--- config.mk ---
export PLATFORM = sky130hd
export DESIGN_NAME = uart_transceiver
export DESIGN_NICKNAME = d
export VERILOG_FILES = /design/src/rtl/uart_pkg.sv /design/src/rtl/uart_ram.sv /design/src/rtl/uart_fifo.sv /design/src/rtl/uart_rx.sv /design/src/rtl/uart_tx.sv /design/src/rtl/uart_transceiver.sv
export SDC_FILE = /design/constraint.sdc
export NUM_CORES = 1
export LEC_CHECK = 0
export BUFFER_PORTS_ARGS = -buffer_cell sky130_fd_sc_hd__buf_2
export CAP_MARGIN = 10
export CORE_ASPECT_RATIO = 0.7
export CORE_MARGIN = 2
export CORE_UTILIZATION = 24
export DETAILED_ROUTE_END_ITERATION = 10
export HOLD_SLACK_MARGIN = 0.06
export PLACE_DENSITY_LB_ADDON = 0.2
export SLEW_MARGIN = 20
export SYNTH_ARGS = -nofsm -noshare
export SYNTH_HDL_FRONTEND = slang
export SYNTH_HIERARCHICAL = 1
export SYNTH_SLANG_ARGS = --single-unit
--- constraint.sdc ---
create_clock -name clk -period 5 [get_ports clk]
set_input_delay 0.5 -clock clk [delete_from_list [all_inputs] [get_ports clk]]
set_output_delay 0.5 -clock clk [all_outputs]
set_load 0.02 [all_outputs]
--- src/rtl/uart_pkg.sv ---
// ----------------------------------------------------------------------------
// uart_pkg: shared types and constants for the UART transceiver
// Field widths, register reset values, register indexes and the structs that
// run between the transceiver's submodules.
// ----------------------------------------------------------------------------
package uart_pkg;

	localparam int CPB_W         = 16;
	localparam int DBITS_W       = 4;
	localparam int BYTE_W        = 8;
	localparam int TX_FIFO_DEPTH = 16;

	localparam logic [CPB_W-1:0]   CPB_RESET   = 16'd868;
	localparam logic [DBITS_W-1:0] DBITS_RESET = 4'd8;

	// register indexes on the configuration port
	localparam logic CFG_CLOCKS_PER_BIT = 1'b0;
	localparam logic CFG_DATA_BITS      = 1'b1;

	// live configuration, seen by both serial engines
	typedef struct packed {
		logic [CPB_W-1:0]   clocks_per_bit;
		logic [DBITS_W-1:0] data_bits;
	} cfg_t;

	// head of the transmit queue as offered to the transmitter
	typedef struct packed {
		logic              avail;
		logic [BYTE_W-1:0] data;
	} fifo_head_t;

endpackage

--- src/rtl/uart_ram.sv ---
// ----------------------------------------------------------------------------
// uart_ram: generic single-write, single-read synchronous RAM
// One write port and one read port; read data is registered.
// ----------------------------------------------------------------------------
module uart_ram #(
	parameter int WIDTH = 8,
	parameter int DEPTH = 16,
	localparam int ADDR_W = (DEPTH > 1) ? $clog2(DEPTH) : 1
) (
	input  logic              clk,
	input  logic              we,
	input  logic [ADDR_W-1:0] waddr,
	input  logic [WIDTH-1:0]  wdata,
	input  logic [ADDR_W-1:0] raddr,
	output logic [WIDTH-1:0]  rdata
);

	logic [WIDTH-1:0] mem [DEPTH];

	// write port
	always_ff @(posedge clk) begin
		if (we) begin
			mem[waddr] <= wdata;
		end
	end

	// registered read port
	always_ff @(posedge clk) begin
		rdata <= mem[raddr];
	end

endmodule

--- src/rtl/uart_fifo.sv ---
// ----------------------------------------------------------------------------
// uart_fifo: transmit byte queue
// Pointers and occupancy around a synchronous RAM. The RAM is read every
// cycle at the next read pointer, with a bypass for a write to that entry.
// ----------------------------------------------------------------------------
module uart_fifo #(
	parameter int DEPTH = uart_pkg::TX_FIFO_DEPTH,
	localparam int PTR_W = (DEPTH > 1) ? $clog2(DEPTH) : 1,
	localparam int CNT_W = $clog2(DEPTH + 1)
) (
	input  logic                          clk,
	input  logic                          arst_n,
	input  logic                          step,
	input  logic                          pop,
	input  logic                          push,
	input  logic [uart_pkg::BYTE_W-1:0]   push_byte,
	output uart_pkg::fifo_head_t          head,
	output logic                          dropped,
	output logic [CNT_W-1:0]              count_next
);

	logic [PTR_W-1:0]            rd_ptr_q, wr_ptr_q, rd_ptr_next, wr_ptr_inc;
	logic [CNT_W-1:0]            count_q;
	logic                        push_ok, full;
	logic                        fwd_q;
	logic [uart_pkg::BYTE_W-1:0] fwd_data_q, rdata;

	function automatic logic [PTR_W-1:0] ptr_inc(input logic [PTR_W-1:0] p);
		if (p == PTR_W'(DEPTH - 1)) begin
			return '0;
		end
		return p + PTR_W'(1);
	endfunction

	// push/pop decisions for this transaction; a pop frees a slot for the push
	assign full        = (count_q >= CNT_W'(DEPTH)) && !pop;
	assign push_ok     = step && push && !full;
	assign dropped     = push && full;
	assign wr_ptr_inc  = ptr_inc(wr_ptr_q);
	assign rd_ptr_next = (step && pop) ? ptr_inc(rd_ptr_q) : rd_ptr_q;
	assign count_next  = count_q - CNT_W'(pop) + CNT_W'(push && !full);

	uart_ram #(
		.WIDTH (uart_pkg::BYTE_W),
		.DEPTH (DEPTH)
	) u_ram (
		.clk   (clk),
		.we    (push_ok),
		.waddr (wr_ptr_q),
		.wdata (push_byte),
		.raddr (rd_ptr_next),
		.rdata (rdata)
	);

	// pointers, occupancy and write-to-read bypass
	always_ff @(posedge clk or negedge arst_n) begin
		if (!arst_n) begin
			rd_ptr_q <= '0;
			wr_ptr_q <= '0;
			count_q  <= '0;
			fwd_q    <= 1'b0;
		end else begin
			fwd_q <= push_ok && (wr_ptr_q == rd_ptr_next);
			if (step) begin
				rd_ptr_q <= rd_ptr_next;
				count_q  <= count_next;
				if (push_ok) begin
					wr_ptr_q <= wr_ptr_inc;
				end
			end
		end
	end

	always_ff @(posedge clk) begin
		fwd_data_q <= push_byte;
	end

	assign head.avail = (count_q != '0);
	assign head.data  = fwd_q ? fwd_data_q : rdata;

endmodule

--- src/rtl/uart_rx.sv ---
// ----------------------------------------------------------------------------
// uart_rx: serial receiver
// Start detect, one start period, mid-period sampling of up to eight data
// bits LSB first, and an unchecked stop period. Advances once per transaction.
// ----------------------------------------------------------------------------
module uart_rx (
	input  logic                        clk,
	input  logic                        arst_n,
	input  logic                        step,
	input  logic                        line,
	input  uart_pkg::cfg_t              cfg,
	output logic                        done,
	output logic [uart_pkg::BYTE_W-1:0] byte_out
);

	typedef enum logic [1:0] {
		RX_IDLE,
		RX_SBIT,
		RX_DATA,
		RX_STOP
	} rx_state_t;

	rx_state_t                        state_q, state_d;
	logic [uart_pkg::CPB_W-1:0]       cnt_q, cnt_d, cnt_inc;
	logic [uart_pkg::DBITS_W-1:0]     idx_q, idx_d;
	logic [uart_pkg::BYTE_W-1:0]      shift_q, shift_d, shift_smp;

	assign cnt_inc = cnt_q + uart_pkg::CPB_W'(1);

	// next-state logic for one tick
	always_comb begin
		state_d   = state_q;
		cnt_d     = cnt_q;
		idx_d     = idx_q;
		shift_d   = shift_q;
		shift_smp = shift_q;
		done      = 1'b0;
		byte_out  = '0;
		unique case (state_q)
			RX_IDLE: begin
				if (!line) begin
					state_d = RX_SBIT;
					shift_d = '0;
					cnt_d   = '0;
					idx_d   = '0;
				end
			end
			RX_SBIT: begin
				cnt_d = cnt_inc;
				idx_d = '0;
				if (cnt_inc >= cfg.clocks_per_bit) begin
					cnt_d   = '0;
					state_d = RX_DATA;
				end
			end
			RX_DATA: begin
				// sample at mid-period; bits past the eighth are discarded
				if (cnt_inc == (cfg.clocks_per_bit >> 1) && !idx_q[3]) begin
					shift_smp = shift_q | (uart_pkg::BYTE_W'(line) << idx_q[2:0]);
				end
				shift_d = shift_smp;
				cnt_d   = cnt_inc;
				if (cnt_inc >= cfg.clocks_per_bit) begin
					cnt_d = '0;
					idx_d = idx_q + uart_pkg::DBITS_W'(1);
				end
				if (idx_d >= cfg.data_bits) begin
					state_d  = RX_STOP;
					cnt_d    = '0;
					done     = 1'b1;
					byte_out = shift_smp;
					shift_d  = '0;
				end
			end
			RX_STOP: begin
				cnt_d = cnt_inc;
				if (cnt_inc == cfg.clocks_per_bit) begin
					cnt_d   = '0;
					state_d = RX_IDLE;
				end
			end
			default: state_d = RX_IDLE;
		endcase
	end

	// state and counters
	always_ff @(posedge clk or negedge arst_n) begin
		if (!arst_n) begin
			state_q <= RX_IDLE;
			cnt_q   <= '0;
			idx_q   <= '0;
			shift_q <= '0;
		end else if (step) begin
			state_q <= state_d;
			cnt_q   <= cnt_d;
			idx_q   <= idx_d;
			shift_q <= shift_d;
		end
	end

endmodule

--- src/rtl/uart_tx.sv ---
// ----------------------------------------------------------------------------
// uart_tx: serial transmitter
// Pops a byte from the queue when idle, then drives start, data bits LSB
// first and one stop bit. Advances once per transaction.
// ----------------------------------------------------------------------------
module uart_tx (
	input  logic                 clk,
	input  logic                 arst_n,
	input  logic                 step,
	input  uart_pkg::cfg_t       cfg,
	input  uart_pkg::fifo_head_t head,
	output logic                 pop,
	output logic                 level
);

	typedef enum logic [1:0] {
		TX_IDLE,
		TX_SBIT,
		TX_DATA,
		TX_STOP
	} tx_state_t;

	tx_state_t                    state_q, state_d;
	logic [uart_pkg::CPB_W-1:0]   cnt_q, cnt_d, cnt_inc;
	logic [uart_pkg::DBITS_W-1:0] idx_q, idx_d;
	logic [uart_pkg::BYTE_W-1:0]  shift_q, shift_d;

	assign cnt_inc = cnt_q + uart_pkg::CPB_W'(1);

	// next-state logic and line level for one tick
	always_comb begin
		state_d = state_q;
		cnt_d   = cnt_q;
		idx_d   = idx_q;
		shift_d = shift_q;
		pop     = 1'b0;
		level   = 1'b1;
		unique case (state_q)
			TX_IDLE: begin
				if (head.avail) begin
					pop     = 1'b1;
					shift_d = head.data;
					state_d = TX_SBIT;
					cnt_d   = '0;
					idx_d   = '0;
				end
			end
			TX_SBIT: begin
				level = 1'b0;
				cnt_d = cnt_inc;
				if (cnt_inc >= cfg.clocks_per_bit) begin
					idx_d   = '0;
					cnt_d   = '0;
					state_d = TX_DATA;
				end
			end
			TX_DATA: begin
				level = shift_q[0];
				cnt_d = cnt_inc;
				if (cnt_inc >= cfg.clocks_per_bit) begin
					cnt_d   = '0;
					idx_d   = idx_q + uart_pkg::DBITS_W'(1);
					shift_d = shift_q >> 1;
				end
				if (idx_d >= cfg.data_bits) begin
					state_d = TX_STOP;
					cnt_d   = '0;
				end
			end
			TX_STOP: begin
				cnt_d = cnt_inc;
				if (cnt_inc == cfg.clocks_per_bit) begin
					cnt_d   = '0;
					state_d = TX_IDLE;
				end
			end
			default: state_d = TX_IDLE;
		endcase
	end

	// state and counters
	always_ff @(posedge clk or negedge arst_n) begin
		if (!arst_n) begin
			state_q <= TX_IDLE;
			cnt_q   <= '0;
			idx_q   <= '0;
			shift_q <= '0;
		end else if (step) begin
			state_q <= state_d;
			cnt_q   <= cnt_d;
			idx_q   <= idx_d;
			shift_q <= shift_d;
		end
	end

endmodule

--- src/rtl/uart_transceiver.sv ---
// A result lands in the output register in the cycle after its input
//   transaction is accepted; throughput is one transaction per cycle while
//   the output register is empty or its old result is being taken.
// The transmit queue RAM is read every cycle with a registered read and a
//   write bypass, so a pop never stalls. Reset clears control state, sets
//   clocks_per_bit 868 and data_bits 8, and leaves queue contents as they are.
// ----------------------------------------------------------------------------
// uart_transceiver: UART transceiver with transmit queue
// Each transaction is one serial tick: a receive level and an optional byte
// to queue. Each yields one result with the transmit level and any received
// character.
// ----------------------------------------------------------------------------
module uart_transceiver #(
	parameter int TX_FIFO_DEPTH = uart_pkg::TX_FIFO_DEPTH,
	localparam int CNT_W = $clog2(TX_FIFO_DEPTH + 1)
) (
	input  logic                          clk,
	input  logic                          arst_n,
	// configuration
	input  logic                          cfg_we,
	input  logic                          cfg_index,
	input  logic [uart_pkg::CPB_W-1:0]    cfg_wdata,
	// input channel
	input  logic                          in_valid,
	output logic                          in_ready,
	input  logic                          rx_line,
	input  logic                          tx_push_valid,
	input  logic [uart_pkg::BYTE_W-1:0]   tx_push_byte,
	// output channel
	output logic                          out_valid,
	input  logic                          out_ready,
	output logic                          tx_line,
	output logic                          rx_byte_valid,
	output logic [uart_pkg::BYTE_W-1:0]   rx_byte,
	output logic                          tx_push_dropped,
	output logic [CNT_W-1:0]              tx_queue_level
);

	uart_pkg::cfg_t              cfg_q;
	uart_pkg::fifo_head_t        head;
	logic                        step, pop, level, rx_done, dropped;
	logic [uart_pkg::BYTE_W-1:0] rx_data;
	logic [CNT_W-1:0]            count_next;

	assign in_ready = !out_valid || out_ready;
	assign step     = in_valid && in_ready;

	// configuration registers
	always_ff @(posedge clk or negedge arst_n) begin
		if (!arst_n) begin
			cfg_q.clocks_per_bit <= uart_pkg::CPB_RESET;
			cfg_q.data_bits      <= uart_pkg::DBITS_RESET;
		end else if (cfg_we) begin
			unique case (cfg_index)
				uart_pkg::CFG_CLOCKS_PER_BIT: cfg_q.clocks_per_bit <= cfg_wdata;
				uart_pkg::CFG_DATA_BITS:
					cfg_q.data_bits <= cfg_wdata[uart_pkg::DBITS_W-1:0];
				default: ;
			endcase
		end
	end

	uart_rx u_rx (
		.clk      (clk),
		.arst_n   (arst_n),
		.step     (step),
		.line     (rx_line),
		.cfg      (cfg_q),
		.done     (rx_done),
		.byte_out (rx_data)
	);

	uart_tx u_tx (
		.clk    (clk),
		.arst_n (arst_n),
		.step   (step),
		.cfg    (cfg_q),
		.head   (head),
		.pop    (pop),
		.level  (level)
	);

	uart_fifo #(
		.DEPTH (TX_FIFO_DEPTH)
	) u_fifo (
		.clk        (clk),
		.arst_n     (arst_n),
		.step       (step),
		.pop        (pop),
		.push       (tx_push_valid),
		.push_byte  (tx_push_byte),
		.head       (head),
		.dropped    (dropped),
		.count_next (count_next)
	);

	// output register
	always_ff @(posedge clk or negedge arst_n) begin
		if (!arst_n) begin
			out_valid <= 1'b0;
		end else if (in_ready) begin
			out_valid <= in_valid;
		end
	end

	always_ff @(posedge clk) begin
		if (step) begin
			tx_line         <= level;
			rx_byte_valid   <= rx_done;
			rx_byte         <= rx_data;
			tx_push_dropped <= dropped;
			tx_queue_level  <= count_next;
		end
	end

endmodule

==> results of run 1 <==
-- worst max path at each step --
stage | slack [ns] | startpoint | cells after the start | endpoint
2_1_floorplan | 0.02 | u_rx/cnt_q[0] | 22 | u_rx/cnt_q[8]
3_3_place_gp | 0.07 | u_tx/cnt_q[1] | 23 | u_tx/cnt_q[5]
3_5_place_dp | -0.08 | u_rx/cnt_q[0] | 18 | rx_byte[2]
4_1_cts | 0.03 | u_rx/cnt_q[0] | 21 | u_rx/cnt_q[4]
5_1_grt | -0.05 | u_rx/cnt_q[2] | 22 | u_rx/cnt_q[4]
6_report | 0.24 | u_rx/cnt_q[0] | 21 | u_rx/cnt_q[4]
-- layer usage --
metal	wire (um)	share of wire [%]
met3	1350	4.1
met4	578	1.7
met1	17800	54
met2	13500	41
met5	7	0.021
-- synth_stat cells, drive strengths merged, types with 21 or more instances --
cell type  count
nand3         35
dfrtp         89
xnor2         33
inv           75
mux2          52
nand2         91
nor2          42
a21oi         30
buf           23
nor3          21
mux4          32
ha            61
o21ai         39
edfxtp       144
-- area by class of cell --
type                    instances  area [um2]
fillers                      5477       38200
flip-flops and latches        255        7030
multi-input cells             670        5590
well taps                     730         913
clock buffers                  33         741
repair buffers                101         673
clock inverters                20         292
inverters                      75         282
diodes                          2        5.00
-- sequential cells by signal, summed over array words and instances, names as in the netlist, 5 cells and up --
register,flops
cfg_q,20
rx_byte,8
tx_queue_level,5
u_fifo/count_q,5
u_fifo/fwd_data_q,8
u_fifo/u_ram/mem,128
u_fifo/u_ram/rdata,8
u_rx/cnt_q,16
u_rx/shift_q,8
u_tx/cnt_q,16
u_tx/shift_q,8
-- what timing repair did --
| action | CTS | global route |
|---|---|---|
| endpoints found under the hold margin | 33 | 0 |
| pin swaps | 0 | 4 |
| endpoints found under the setup margin | 19 | 44 |
| buffers inserted | 0 | 4 |
| gates cloned | 0 | 1 |
| hold buffers | 1 | 0 |
| gates resized for setup | 3 | 19 |
-- power breakdown --
| part | leakage (nW) | internal [mW] | total, mW | switching (mW) |
|---|---|---|---|---|
| Clock | 0.497 | 1.39 | 2.32 | 0.930 |
| Combinational | 3.04 | 1.10 | 2.51 | 1.41 |
| Sequential | 2.65 | 2.53 | 2.79 | 0.266 |
| Total | 6.18 | 5.02 | 7.62 | 2.60 |
-- stage by stage --
step           worst slack (ns)  hold WS [ns]  total power, mW
2_1_floorplan            0.0171         0.204             4.56
3_3_place_gp             0.0662         0.455             5.31
3_5_place_dp            -0.0763         0.459             5.33
4_1_cts                  0.0308         0.103             7.71
5_1_grt                 -0.0454         0.122             8.12
6_report                  0.239         0.143             7.62
-- kinds of logic (layout without fill, tap and decap cells) --
kind of cell	Yosys count	in the layout	synth area share, %
flops	255	255	53.8
simple gates	302	302	12.3
fa+ha+maj	62	62	5.99
compound gates	165	166	9.00
xor+xnor	51	51	3.52
other cells	0	2	0
mux	89	89	11.1
buf+inv	115	229	4.32
==> reports/metrics.cfg, run 1 <==
[run_status]
outcome=complete, no violations

[power]
power_density_nw_per_um2=491
vdd_ir_drop_max_mv=0.233
total_leakage_power_nw=6.18

[drt]
first_iter_violations=578
drt-total-wl_um=33200
via_count=8500
detail_route.wl_per_cell_um=17.6
vias_per_cell=4.51
drcViolationCount=0
route.antenna.remaining_nets=0
drt-pass1-iter-count=5

[global_routing]
maximum_number_of_pins_on_one_net_before_global_route_repair=59
grt_remaining_overflow=0
global_route.usage.met2_pct=16.7
gr-usage-met3_pct=2.12
groute.layer.met1.usage_pct=18.1
grt_busiest_layer=met1
grt_pass1_wl_um=51200
groute.usage.overall_pct=11.7
via_count_of_the_first_global_routing_pass=8401
grt_antenna_before_repair=1

[placement]
instance_area_at_placement_um2=14300
port-buffer-count=49
dp_cells=1825
globalplace.congestion=0.790
dp_hpwl_um=23200

[clocking]
max-clock-path-buffers=3
clock_latency_reported_for_the_late_side_of_the_worst_skew_pair_ns=0.59
cts-htree-levels=1
tritoncts=done
clk_root_buffer_cell=clkbuf_16
clkTransAtPathRegs_ns=0.06
clock_sink_count=255
cts_made_buffers=29

[synthesis]
yosys.cell_types.count=87
synthesis.instances=1039
synthFlopType=edfxtp_1
syn-num-nets=1133
syn_area_per_cell_um2=12.6
post_synth_main_area_contributors=edfxtp_1, dfrtp_1, ha_1
synth_seq_cells=255
yosysTopAreaCell=edfxtp_1
synth-async-reset-ratio_pct=37.3
synth_edf_count=144
synth-seq-area-share_pct=53.8
synth_area_um2=13100
number_of_synthesis_warnings=6
synthDominantCellAreaShare_pct=33.1

[sta]
timing.final.crit_share_pct=95.2
tightestPinTransition_ns=1.03
timing_hold_violations_final=0
layout_min_cycle_time_ns=4.76
maxSlewHeadroom_pct=31.4
timing.final.setup_violations=0
fin_skew_ns=0.0218
fin_tns_setup_ns=0
max_freq_ghz=0.210
report.final.slew_viol_count=0

[cells_and_area]
area_growth_pct=18.8
post-route-util_pct=28.9
drive_above_1_share_pct=24.4
most_frequent_cells_in_the_layout=edfxtp_1, nand2_1, dfrtp_1
mostFrequentLayoutCell=edfxtp_1
finish.cell_count_without_fillers=1886
layout.cell_area.non_filler_um2=15500
finish.net_count=1226

[setup_path]
reg2regPathDepth=21
timing.critical_path.required_ns=5.49
critPathSlowestCell=or4_4
regToRegEndpoint=u_rx/cnt_q[4]
category_of_the_most_critical_setup_path=flip-flop to flip-flop
worstPathBufferInverterCount=2
arrival_ns=5.25
critPathCaptureType=flip-flop
crit_top_cell=ha_1
reg2reg_setup_slack_ns=0.24
cp_max_fo=11
crit_path_cell_chain=ha_1 > nand3_2 > or4_4 > xnor2_2 > ha_1 > nand4_1 > nor4_4 > nor3_1 > nor2b_4 > buf_4 > nor2_1 > xor2_1 > ha_1 > o21ai_0 > o21bai_1 > a211oi_2 > o21ai_1 > o41ai_4 > buf_6 > nand2_1 > a31oi_1
cpLargestDelayFamily=simple AND/OR/NAND/NOR gates
critical-path-max-stage-delay_ns=0.48
r2r-start=u_rx/cnt_q[0]
crit_path_start_kind=flip-flop

[min_path]
holdPathStages=2
whs_endpoint=cfg_q[9]
hold_path.class=primary input to flip-flop
worst_hold_startpoint=cfg_wdata[5]

[die]
start_util_pct=24.3
rows=71
design.core.area_um2=53700
chipHeight_um=199
top_level_ports=50
floorplan.die.width_um=283
fp.dieArea_um2=56400

[flow_run]
maxCapViolations=0

(Power assumes the default switching activity.)
==> inputs of run 2 (changes only) <==
--- a/config.mk
+++ b/config.mk
@@ -7,9 +7,10 @@
 export LEC_CHECK = 0
 export BUFFER_PORTS_ARGS = -buffer_cell sky130_fd_sc_hd__buf_2
 export CAP_MARGIN = 10
-export CORE_ASPECT_RATIO = 0.7
+export CORE_ASPECT_RATIO = 1.1
 export CORE_MARGIN = 2
 export CORE_UTILIZATION = 24
+export CTS_BUF_LIST = sky130_fd_sc_hd__clkbuf_4
 export DETAILED_ROUTE_END_ITERATION = 10
 export HOLD_SLACK_MARGIN = 0.06
 export PLACE_DENSITY_LB_ADDON = 0.2
==> run 2 against run 1 <==
  * Via count is 4.5% higher
  * Total power shrank 3.9%
  * Die area barely moved
==> reports/metrics.cfg, run 2 (synthesis results as in run 1) <==
[run_status]
outcome=complete, no violations

[placement]
instance_area_at_placement_um2=14400  ; +0.80%
dp_hpwl_um=22600  ; -2.7%
globalplace.congestion=0.848  ; +7.4%
dp_cells=1837  ; +0.66%
port-buffer-count=49  ; unchanged

[cells_and_area]
finish.net_count=1315  ; +7.3%
registers_with_the_highest_flip_flop_counts=u_fifo/u_ram/mem (128), cfg_q (20)
n_fill_cell=5553  ; +1.4%
area_taken_by_multi_input_logic_gates_um2=5590  ; about the same
final-seq-area_um2=7030  ; about the same
finish.cell_count_without_fillers=2012  ; +6.7%
drive_above_1_share_pct=29.0  ; +4.6 points
largest_reg_by_ff_count=u_fifo/u_ram/mem
mostFrequentLayoutCell=edfxtp_1
layout.cell_area.non_filler_um2=15900  ; +2.3%
area_growth_pct=21.5
most_frequent_cells_in_the_layout=edfxtp_1, clkbuf_4, nand2_1
largest_register_ff_count=128  ; unchanged

[clocking]
tritoncts=done
cts_made_buffers=75  ; +160%
cts-htree-levels=3  ; +2
clock_latency_reported_for_the_late_side_of_the_worst_skew_pair_ns=0.77  ; +0.18 ns
clock_sink_count=255  ; unchanged
clkTransAtPathRegs_ns=0.07  ; about the same
clk_root_buffer_cell=clkbuf_4
max-clock-path-buffers=3  ; unchanged

[sta]
timing.final.crit_share_pct=93.4  ; -1.8 points
max_freq_ghz=0.214  ; +2.0%
maxSlewHeadroom_pct=35.2  ; +3.8 points
report.final.slew_viol_count=0  ; unchanged
timing_hold_violations_final=0  ; unchanged
timing.final.setup_violations=0  ; unchanged
tightestPinTransition_ns=0.972  ; -0.0576 ns
fin_skew_ns=0.0316  ; +0.00980 ns
layout_min_cycle_time_ns=4.67  ; -0.0915 ns

[drt]
via_count=8879  ; +4.5%
detail_route.wl_per_cell_um=16.6  ; -5.6%
vias_per_cell=4.41  ; -2.1%
drcViolationCount=0  ; unchanged
drt-pass1-iter-count=4  ; -1
route.antenna.remaining_nets=0  ; unchanged
drt-total-wl_um=33400  ; +0.73%
first_iter_violations=437  ; -24%

[setup_path]
crit_path_cell_chain=nand4_4 > buf_4 > or4_4 > xnor2_1 > ha_1 > nand4_1 > nor4_4 > nor3_2 > nor2b_4 > buf_4 > buf_4 > nor2_1 > xor2_1 > ha_1 > a211oi_2 > o21ai_2 > o41ai_4 > buf_4 > buf_12 > o21ai_1 > a31oi_1
category_of_the_most_critical_setup_path=flip-flop to flip-flop
number_of_cells_on_the_critical_path=21  ; unchanged
cp_max_fo=12  ; +1
crit_top_cell=buf_4
critPathSlowestCell=or4_4
cpLargestDelayFamily=simple AND/OR/NAND/NOR gates
worstPathBufferInverterCount=5  ; +3
critPathCaptureType=flip-flop
arrival_ns=5.33  ; +0.08 ns
reg2regPathDepth=21  ; unchanged
timing.critical_path.required_ns=5.66  ; +0.17 ns
critical-path-max-stage-delay_ns=0.53  ; +0.05 ns
crit_path_start_kind=flip-flop

[global_routing]
groute.usage.overall_pct=12.2  ; +0.49 points
grt_pass1_wl_um=52800  ; +3.1%
grt_remaining_overflow=0  ; unchanged
maximum_number_of_pins_on_one_net_before_global_route_repair=59  ; unchanged
grt_antenna_before_repair=2  ; +1
via_count_of_the_first_global_routing_pass=9366  ; +11%

[power]
total_leakage_power_nw=6.48  ; +4.9%
power_density_nw_per_um2=462  ; -6.0%
vdd_ir_drop_max_mv=0.257  ; +11%

[die]
floorplan.die.width_um=227  ; -20%
chipHeight_um=249  ; +25%
start_util_pct=24.3  ; about the same
rows=89  ; +25%
fp.dieArea_um2=56300  ; about the same
top_level_ports=50  ; unchanged
design.core.area_um2=53800  ; about the same

[flow_run]
maxCapViolations=0  ; unchanged

[min_path]
hold_path.class=primary input to flip-flop
holdPathStages=3  ; +1

run 2: tightest hold or removal path, cell delays in order:
cell and delay [ns]:
buf_2 0.11, nor2b_4 0.12, mux2_4 0.22
run 2: layout make-up:
type	count	share of cell area [%]
Timing Repair Buffer	145	6.83
Antenna cell	5	0.0788
Clock buffer	111	5.25
Sequential cell	255	44.3
Clock inverter	24	0.851
Multi-Input combinational cell	669	35.2
Tap cell	728	5.74
Inverter	75	1.77
run 2: final timing paths:
| kind | from | end | slack [ns] |
|---|---|---|---|
| max | u_rx/cnt_q[5] | u_rx/cnt_q[8] | 0.33 |
| min | cfg_index | cfg_q[10] | 0.21 |
| max reg2reg | u_rx/cnt_q[5] | u_rx/cnt_q[8] | 0.33 |
| min reg2reg | u_rx/shift_q[3] | u_rx/shift_q[3] | 0.47 |
| max in group asynchronous | arst_n | u_rx/idx_q[1] | 3.53 |
| min in group asynchronous | arst_n | u_tx/cnt_q[14] | 0.36 |
run 2: repair_timing:
action,4_1_cts,5_1_grt
buffers inserted,0,6
endpoints found under the setup margin,0,50
gates resized for setup,0,23
endpoints found under the hold margin,83,0
hold buffers,28,0
run 2: per-layer routing:
metal,wire [um],part of all wire [%],track usage [%]
met5,0,0,0
met4,926,2.8,4.42
met3,1400,4.2,3.20
met2,15900,48,19.8
met1,15100,45,15.6
run 2: where the power goes:
part / internal, mW / switching, mW
combinational: 1.17 / 1.38
sequential: 2.53 / 0.253
clock: 1.07 / 0.928
run 2: stage by stage:
stage	power, mW	utilization, %	worst slack, ns	TNS [ns]	hold slack, ns
2_1_floorplan	4.56	-	0.0171	0	0.204
3_3_place_gp	5.31	26.8	0.102	0	0.456
3_5_place_dp	5.32	26.8	0.111	0	0.455
4_1_cts	7.42	29.2	0.0526	0	0.126
5_1_grt	7.90	29.5	-0.0320	-0.0476	0.144
6_report	7.33	29.5	0.330	0	0.210
==> inputs of run 3 (changes only) <==
--- a/config.mk
+++ b/config.mk
@@ -7,9 +7,8 @@
 export LEC_CHECK = 0
 export BUFFER_PORTS_ARGS = -buffer_cell sky130_fd_sc_hd__buf_2
 export CAP_MARGIN = 10
-export CORE_ASPECT_RATIO = 1.1
 export CORE_MARGIN = 2
-export CORE_UTILIZATION = 24
+export CORE_UTILIZATION = 55
 export CTS_BUF_LIST = sky130_fd_sc_hd__clkbuf_4
 export DETAILED_ROUTE_END_ITERATION = 10
 export HOLD_SLACK_MARGIN = 0.06
==> run 3 against run 2 <==
  * Fmax decreased by 1.2%
  * Clock-buffer cell count decreased by 2
  * Critical endpoint is now u_tx/cnt_q[9]
  * Total power down 3.9%
  * Sequential power is essentially flat
  * Highest routed layer unchanged
  * Worst setup slack lost 0.055 ns
  * Clock power fell by 6%
  * Sequential share of layout area up 2.5 points
  * Clock skew rose by 0.011 ns
  * Flip-flop and latch count stayed put
  * Worst hold slack lost 0.10 ns
  * Via count shrank 0.72%
==> reports/metrics.cfg, run 3 (synthesis results as in run 1) <==
[die]
floorplan.die.width_um=158  ; -30%
fp.dieArea_um2=25000  ; -56%
chipHeight_um=158  ; -36%
top_level_ports=50  ; unchanged
start_util_pct=55.8  ; +32 points
rows=56  ; -37%
design.core.area_um2=23400  ; -56%

[sta]
fin_tns_setup_ns=0  ; unchanged
layout_min_cycle_time_ns=4.73  ; +0.0552 ns
timing.final.setup_violations=0  ; unchanged
tightestPinTransition_ns=0.950  ; -0.0215 ns
hold_ws_ns=0.110  ; -0.0998 ns
maxSlewHeadroom_pct=36.4  ; +1.2 points
fin_skew_ns=0.0423  ; +0.0108 ns
timing_hold_violations_final=0  ; unchanged
report.final.slew_viol_count=0  ; unchanged
timing.final.crit_share_pct=94.5  ; +1.1 points
max_freq_ghz=0.212  ; -1.2%
final_critical_path_setup_slack_ns=0.275  ; -0.0552 ns

[cells_and_area]
n_fill_cell=1890  ; -66%
largest_reg_by_ff_count=u_fifo/u_ram/mem
mostFrequentLayoutCell=edfxtp_1
finish.cell_count_without_fillers=1559  ; -23%
largest_register_ff_count=128  ; unchanged
most_frequent_cells_in_the_layout=edfxtp_1, clkbuf_4, nand2_1
finish.net_count=1278  ; -2.8%
area_growth_pct=15.0
drive_above_1_share_pct=28.2  ; -0.76 points
registers_with_the_highest_flip_flop_counts=u_fifo/u_ram/mem (128), cfg_q (20)

[power]
total_leakage_power_nw=6.25  ; -3.7%
power_switching_share_pct=34.3  ; -0.70 points
power_density_nw_per_um2=469  ; +1.5%
vdd_ir_drop_max_mv=0.291  ; +13%
cellInternalPower_mw=4.63  ; -2.9%
clockPowerShare_pct=26.8  ; -0.5 points
switching_power_mw=2.41  ; -5.8%
combinationalPowerShare_pct=33.9  ; -0.9 points
seq_power_share_pct=39.3  ; +1.4 points

[clocking]
clk_root_buffer_cell=clkbuf_4
max-clock-path-buffers=3  ; unchanged
tritoncts=done
cts-htree-levels=3  ; unchanged
clock_sink_count=255  ; unchanged
clkTransAtPathRegs_ns=0.06  ; about the same
clock_latency_reported_for_the_late_side_of_the_worst_skew_pair_ns=0.70  ; -0.07 ns
cts_made_buffers=67  ; -11%

[setup_path]
critPathCaptureType=flip-flop
critical-path-max-stage-delay_ns=0.51  ; -0.02 ns
timing.critical_path.required_ns=5.60  ; -0.06 ns
cpLargestDelayFamily=simple AND/OR/NAND/NOR gates
number_of_cells_on_the_critical_path=24  ; +14%
regToRegEndpoint=u_tx/cnt_q[9]
arrival_ns=5.33  ; about the same
crit_path_start_kind=flip-flop
reg2regPathDepth=24  ; +14%
worstPathBufferInverterCount=2  ; -3
cp_max_fo=8  ; -4
critPathSlowestCell=or4b_1
crit_path_cell_chain=ha_4 > nand3_1 > or2_4 > nor2_4 > and3_1 > xnor2_1 > inv_1 > ha_4 > nand4_4 > nor3_2 > nor3_1 > o21a_2 > and2_4 > nor2_1 > xnor2_1 > ha_1 > or4b_1 > a21oi_1 > a31oi_1 > a31oi_1 > nand2_1 > a21o_4 > buf_4 > o21ai_2
category_of_the_most_critical_setup_path=flip-flop to flip-flop
reg2reg_setup_slack_ns=0.27  ; -0.06 ns
r2r-start=u_tx/cnt_q[1]

[drt]
drt-total-wl_um=28800  ; -14%
via_count=8815  ; -0.72%
route.antenna.remaining_nets=0  ; unchanged
detail_route.wl_per_cell_um=18.5  ; +11%
drcViolationCount=0  ; unchanged
drt-pass1-iter-count=5  ; +1
vias_per_cell=5.65  ; +28%
first_iter_violations=558  ; +28%

[run_status]
outcome=complete, no violations

[placement]
dp_cells=1406  ; -23%
port-buffer-count=49  ; unchanged
dp_hpwl_um=19300  ; -15%
globalplace.congestion=0.915  ; +7.9%
place_ws_ns=-0.0670  ; -0.178 ns

[global_routing]
grt_remaining_overflow=0  ; unchanged
grt_pass1_wl_um=45700  ; -13%
groute.usage.overall_pct=23.7  ; +12 points
grt_antenna_before_repair=1  ; -1
maximum_number_of_pins_on_one_net_before_global_route_repair=55  ; -6.8%
via_count_of_the_first_global_routing_pass=8865  ; -5.3%

[min_path]
worst_hold_startpoint=tx_push_byte[1]
hold_path.class=primary input to flip-flop
whs_endpoint=u_fifo/fwd_data_q[1]
holdPathStages=1  ; -2

[flow_run]
maxCapViolations=0  ; unchanged

==> run 3: worst register-to-register path, delay by kind of cell, from the launching register on <==
family	cells	cell delay, ns
AOI/OAI and AO/OA	6	1.04
DFF	1	0.42
adders and majority gates	3	0.66
buffers and inverters	2	0.27
and+or+nand+nor	11	2.04
xor gates and xnor gates	2	0.24
==> run 3: metrics by stage <==
stage / util (%) / power (mW) / instance area [um2]
after floorplan: - / 4.56 / 13100
after global placement: 58.8 / 5.09 / 13800
after detailed placement: 58.8 / 5.14 / 13800
after CTS: 63.4 / 7.07 / 14800
after global routing: 64.2 / 7.48 / 15000
final: 64.2 / 7.04 / 15000
==> run 3: how the worst max path moves through the flow <==
stage	start	to	slack, ns
floorplan	u_rx/cnt_q[0]	u_rx/cnt_q[8]	0.02
global route	u_tx/cnt_q[1]	u_tx/cnt_q[15]	-0.04
global placement	u_tx/cnt_q[1]	u_tx/cnt_q[5]	0.04
finish	u_tx/cnt_q[1]	u_tx/cnt_q[9]	0.27
detailed placement	u_tx/cnt_q[1]	u_tx/cnt_q[4]	-0.07
CTS	u_tx/cnt_q[1]	u_tx/cnt_q[4]	0.03
==> run 3: layout make-up <==
cell class                 count  area [um2]  share of cell area, %
tap                          319         399                   2.66
antenna                        1        2.50                 0.0166
timing repair buffer         115         801                   5.33
inverter                      75         282                   1.87
clock inverter                15        88.8                  0.591
clock buffer                 109         818                   5.44
multi-input combinational    670        5610                   37.3
sequential                   255        7030                   46.8
==> run 3: timing repair <==
action	CTS	global route
hold buffers	18	0
buffers inserted	0	9
endpoints found under the hold margin	69	0
gates resized for setup	2	20
setup endpoints to repair	4	51
pin swaps	0	2
gates cloned	0	1
==> run 3: layer usage <==
metal / track usage (%) / share of wire [%]
met4: 9.52 / 3.0
met1: 29.7 / 43
met3: 5.04 / 4.1
met5: 0 / 0
met2: 40.3 / 50
==> run 3: power by group through the flow <==
stage | sequential (mW) | combinational (mW) | clock, mW
after CTS | 2.76 | 2.36 | 1.95
after global routing | 2.81 | 2.63 | 2.05
after global placement | 2.79 | 2.29 | 0
after detailed placement | 2.80 | 2.33 | 0
final | 2.77 | 2.39 | 1.89
after floorplan | 2.77 | 1.79 | 0
